==> src/rtl/core/tlc_pkg.sv <==
// Shared types and constants of the two-way LRU cache tag model.
// No dependencies; used by tlc_lookup and the top level.
package tlc_pkg;

  localparam int unsigned NUM_WAYS = 2;

  typedef enum logic {
    REQ_READ  = 1'b0,
    REQ_WRITE = 1'b1
  } req_e;

  typedef struct packed {
    logic                hit;
    logic                evicted;
    logic                dirty_evicted;
    logic                way;
    logic                lru_next;
    logic [NUM_WAYS-1:0] fill;
    logic [NUM_WAYS-1:0] dirty_next;
  } lookup_t;

endpackage

==> src/rtl/core/tlc_lookup.sv <==
// Tag compare, hit/miss decision and next set state for one access.
// Depends on tlc_pkg for the request code and the lookup result struct.
module tlc_lookup #(
  parameter int unsigned TAG_BITS = 36
) (
  input  tlc_pkg::req_e                  req_i,
  input  logic [TAG_BITS-1:0]            tag_i,
  input  logic [TAG_BITS-1:0]            tag0_i,
  input  logic [TAG_BITS-1:0]            tag1_i,
  input  logic [tlc_pkg::NUM_WAYS-1:0]   valid_i,
  input  logic [tlc_pkg::NUM_WAYS-1:0]   dirty_i,
  input  logic                           lru_i,
  output tlc_pkg::lookup_t               lookup_o
);

  logic [tlc_pkg::NUM_WAYS-1:0] match;
  logic [tlc_pkg::NUM_WAYS-1:0] dirty_eff;
  logic                         lru_eff;
  logic                         is_wr;
  tlc_pkg::lookup_t             res;

  always_comb begin
    match[0]  = valid_i[0] && (tag0_i == tag_i);
    match[1]  = valid_i[1] && (tag1_i == tag_i);
    dirty_eff = dirty_i & valid_i;
    // an untouched set reads as LRU 0, as the set RAM has no reset
    lru_eff   = lru_i & (|valid_i);
    is_wr     = (req_i == tlc_pkg::REQ_WRITE);
    res            = '0;
    res.dirty_next = dirty_eff;
    if (|match) begin
      res.hit                 = 1'b1;
      res.way                 = !match[0];
      res.dirty_next[res.way] = dirty_eff[res.way] | is_wr;
      res.lru_next            = (res.way == lru_eff) ? !lru_eff : lru_eff;
    end else begin
      res.way                 = lru_eff;
      res.evicted             = valid_i[lru_eff];
      res.dirty_evicted       = dirty_eff[lru_eff];
      res.dirty_next[lru_eff] = is_wr;
      res.fill[lru_eff]       = 1'b1;
      res.lru_next            = !lru_eff;
    end
    lookup_o = res;
  end

endmodule

==> config.mk <==
export PLATFORM = sky130hd
export DESIGN_NAME = tlc_lookup
export DESIGN_NICKNAME = d
export VERILOG_FILES = /design/src/rtl/core/tlc_pkg.sv /design/src/rtl/core/tlc_lookup.sv
export SDC_FILE = /design/constraint.sdc
export NUM_CORES = 1
export LEC_CHECK = 0
export ABC_CLOCK_PERIOD_IN_PS = 1900
export BUFFER_PORTS_ARGS = -buffer_cell sky130_fd_sc_hd__buf_2
export CORE_MARGIN = 2
export CORE_UTILIZATION = 33
export DETAILED_ROUTE_END_ITERATION = 6
export PLACE_DENSITY = 0.84
export RECOVER_POWER = 50
export SLEW_MARGIN = 20
export SYNTH_ARGS = -nofsm -noshare
export SYNTH_HDL_FRONTEND = slang
export SYNTH_SLANG_ARGS = --single-unit
==> constraint.sdc <==
create_clock -name vclk -period 1.9
set_input_delay 0.19 -clock vclk [all_inputs]
set_output_delay 0.19 -clock vclk [all_outputs]
set_load 0.01 [all_outputs]
Word-level counts from Yosys, hierarchy flattened
Index checks and enable logic that the tools add are counted.
{ "word_totals": {"reg_bits": 0, "latch_bits": 0, "mem_bits_rw": 0, "rom_bits": 0, "in_bits": 114, "out_inout_bits": 9, "mem_count": 0} }
{ "classes": {"n_addsub": 0, "multipliers": 0, "n_div": 0, "n_lt_le_gt_ge": 4, "n_eq_ne": 3, "n_shift": 0, "mux": 18, "bitwise_logic": 3, "reduce_logical": 8} }
{ "ops": {"columns": ["operator", "count"], "rows": [
  ["$eq 36x36->1", 2],
  ["$mux 1", 10],
  ["$mux 2", 4],
  ["$bwmux 2", 2],
  ["$logic_and 1x1->1", 4],
  ["$lt 1x2->1 const B", 2],
  ["$reduce_or 2->1", 2],
  ["$and 2x2->2", 1],
  ["$demux 1 s1", 2],
  ["$ge 1x1->1 const B", 2],
  ["$logic_not 1->1", 2],
  ["$and 1x1->1", 1],
  ["$eq 1x1->1", 1],
  ["$or 1x1->1", 1]
]} }

Depth between registers and ports, before layout
{ "logic_depth": {"ltp_word": 9, "depth_mapped": 7} }

Worst setup path after synthesis
OpenSTA, ideal clock, no wires.
{ "synth_path": {"kind": "input to output", "from": "input port tag_i[31]", "to": "output port lookup_o[1] (netlist bit)", "arrival_time_ns": 1.426, "path_slack_ns": 0.284, "stages": 6, "path_buffers": 0, "cell_sequence": "xor2_1 > nor4_1 > nand4_1 > o31a_1 > nor2_2 > o22a_1"} }
{ "synth_lines": {"columns": ["item", "line", "source"], "rows": [
  ["start, declared", "tlc_lookup.sv:7", "input logic [TAG_BITS-1:0] tag_i,"],
  ["end, declared", "tlc_lookup.sv:13", "output tlc_pkg::lookup_t lookup_o"]
]} }

==> reports/metrics.yaml <==
die:
  die_x_um: 57.1
  dieHeight_um: 57.1
  start_util: 0.343
  io_pins: 123
  core_area_mm2: 0.00271
  rows: 19
  die-area_mm2: 0.00326
clock_network:
  postCtsHoldBufs: 0
place:
  hpwlAfterDp_um: 3070
  place_area_mm2: 0.00172
  gp_congestion: 0.740
  place.port_buffers: 123
timing:
  drv_slew: 0
  period_needed_ps: 2070
  whs_ps: 722
  setup_viol: 7
  tightest_slew_ps: 359
  rsz0062_at_grt: "yes"
  relSlewSlack: 0.758
  period_share: 1.09
  final_hold_viol_count: 0
  max_freq_ghz: 0.483
  setup_slack_ps: -170
critical_path:
  worstSetupStartpointType: "input pin"
  worstPathMaxFanout: 2
  required_ps: 1710
  worstSetupPathType: "input pin to output port"
  crit_path_end_kind: "output port"
  endpoint: "lookup_o[0]"
  arrival_ps: 1880
  crit_start: "tag_i[34]"
routing:
  wl_per_cell_um: 12.2
  first_iter_violations: 19
  drc_errors: 0
  wl_um: 3560
  via_per_inst: 4.74
  detail-route-antenna-nets: 0
  vias: 1378
  drtPass1Iterations: 4
yosys:
  synth_top_family_by_area: "XOR/XNOR gates"
  synth_xor_area_frac: 0.678
  synth_area_um2: 930
  synth_cells: 117
  synthAdderAreaFrac: 0
  ys_warn_count: 0
  yosysSeqAreaShare: 0
  syn-num-nets: 231
  avgSynthCellArea_um2: 7.95
  muxShareOfSynthArea: 0.0215
  synthDistinctLibCells: 20
  synth-compound-area-share: 0.0619
  post_synth_and_or_nand_nor_area_fraction: 0.222
final_layout:
  most-common-layout-cells: "116 x buf_2, 67 x xor2_1, 19 x buf_4, 9 x nor4_2, 9 x buf_6"
  final_util: 0.689
  final_nets: 376
  syn2layout_area_growth_pct: 101
  clockBufferCount: 0
  n_fill_cell: 248
  design_area_mm2: 0.00187
  final_common_cell: "buf_2"
  regArea_um2: 0
  final_layout_size_suffix_gt1_frac: 0.619
  seq_cell_count: 0
  diodes: 0
pwr:
  powerDensity_mw_per_mm2: 204
  ir_worst_vdd_mv: 0.158
  leakage_nw: 1.00
grt:
  grt_pass1_wl_um: 5330
  grt-ovfl-total: 0
  grt_max_degree: 6
  grt_usage: 0.200
  antenna_found_initial: 0
  grt_pass1_vias: 1343
outcome:
  status: "finished with violations"
  violations: "negative setup slack"
min_path:
  hold_path_class: "input pin to output port"
  min_path_cells: 3
run:
  cap_viol_max_count: 0
per-stage QoR:
step           instances  setup TNS, ps  setup slack [ps]  total power, W
3_5_place_dp         289           -895              -202        0.000347
6_report             291           -653              -170        0.000382
2_1_floorplan        117              0               284        0.000137
3_3_place_gp         289           -841              -183        0.000342
4_1_cts              289           -301              -109        0.000372
5_1_grt              291          -1590              -235        0.000416
area by class of cell:
cell class	instances	area, um^2	share of cell area
timing repair buffer	144	825	0.441
tap	31	38.8	0.0208
multi-input combinational	115	1000	0.536
inverter	1	3.75	0.00201
worst max-delay path, stage by stage:
cell	delay [ps]
buf_6	90
xor2_1	170
nor4_2	310
buf_4	150
nand4_1	130
o31a_1	340
o21a_1	180
o32a_2	180
buf_6	120
Yosys cell counts, types with 2 or more instances:
cell type  instances  area, um^2
mux2i_1            2        20.0
nand4_1            4        25.0
o21a_1             2        15.0
o31a_1             2        17.5
xor2_1            70         613
and2_1             2        12.5
nor3_1             3        15.0
nor4_1            15        93.8
nor2_1             4        15.0
xnor2_1            2        17.5
nand3_1            2        10.0
logic make-up (layout without fill, tap and decap cells):
logic type      Yosys count  count (layout)
buf+inv                   2             145
simple gates             34              34
compound gates            7               7
mux                       2               2
xor+xnor                 72              72
metal layers:
layer / vias up / routed length (um) / track usage
met4: 0 / 50 / 0.0199
li1: 697 / - / -
met2: 70 / 2070 / 0.430
met1: 605 / 1140 / 0.211
met3: 6 / 296 / 0.0181
met5: - / 0 / 0
how the worst min path moves through the flow:
stage | end | slack (ps) | from
2_1_floorplan | lookup_o[1] | 520 | req_i
3_3_place_gp | lookup_o[1] | 710 | req_i
3_5_place_dp | lookup_o[1] | 700 | req_i
4_1_cts | lookup_o[1] | 710 | req_i
5_1_grt | lookup_o[1] | 750 | req_i
6_report | lookup_o[1] | 720 | req_i
power breakdown:
group	internal, W	switching [W]
Clock	0	0
Combinational	0.000210	0.000172
Sequential	0	0
timing repair:
item,in CTS,in global routing
setup buffers,0,2
gates resized for setup,13,10
setup endpoints to repair,8,9
pin swaps,8,7
No activity file was read; power rests on OpenSTA's default activity.
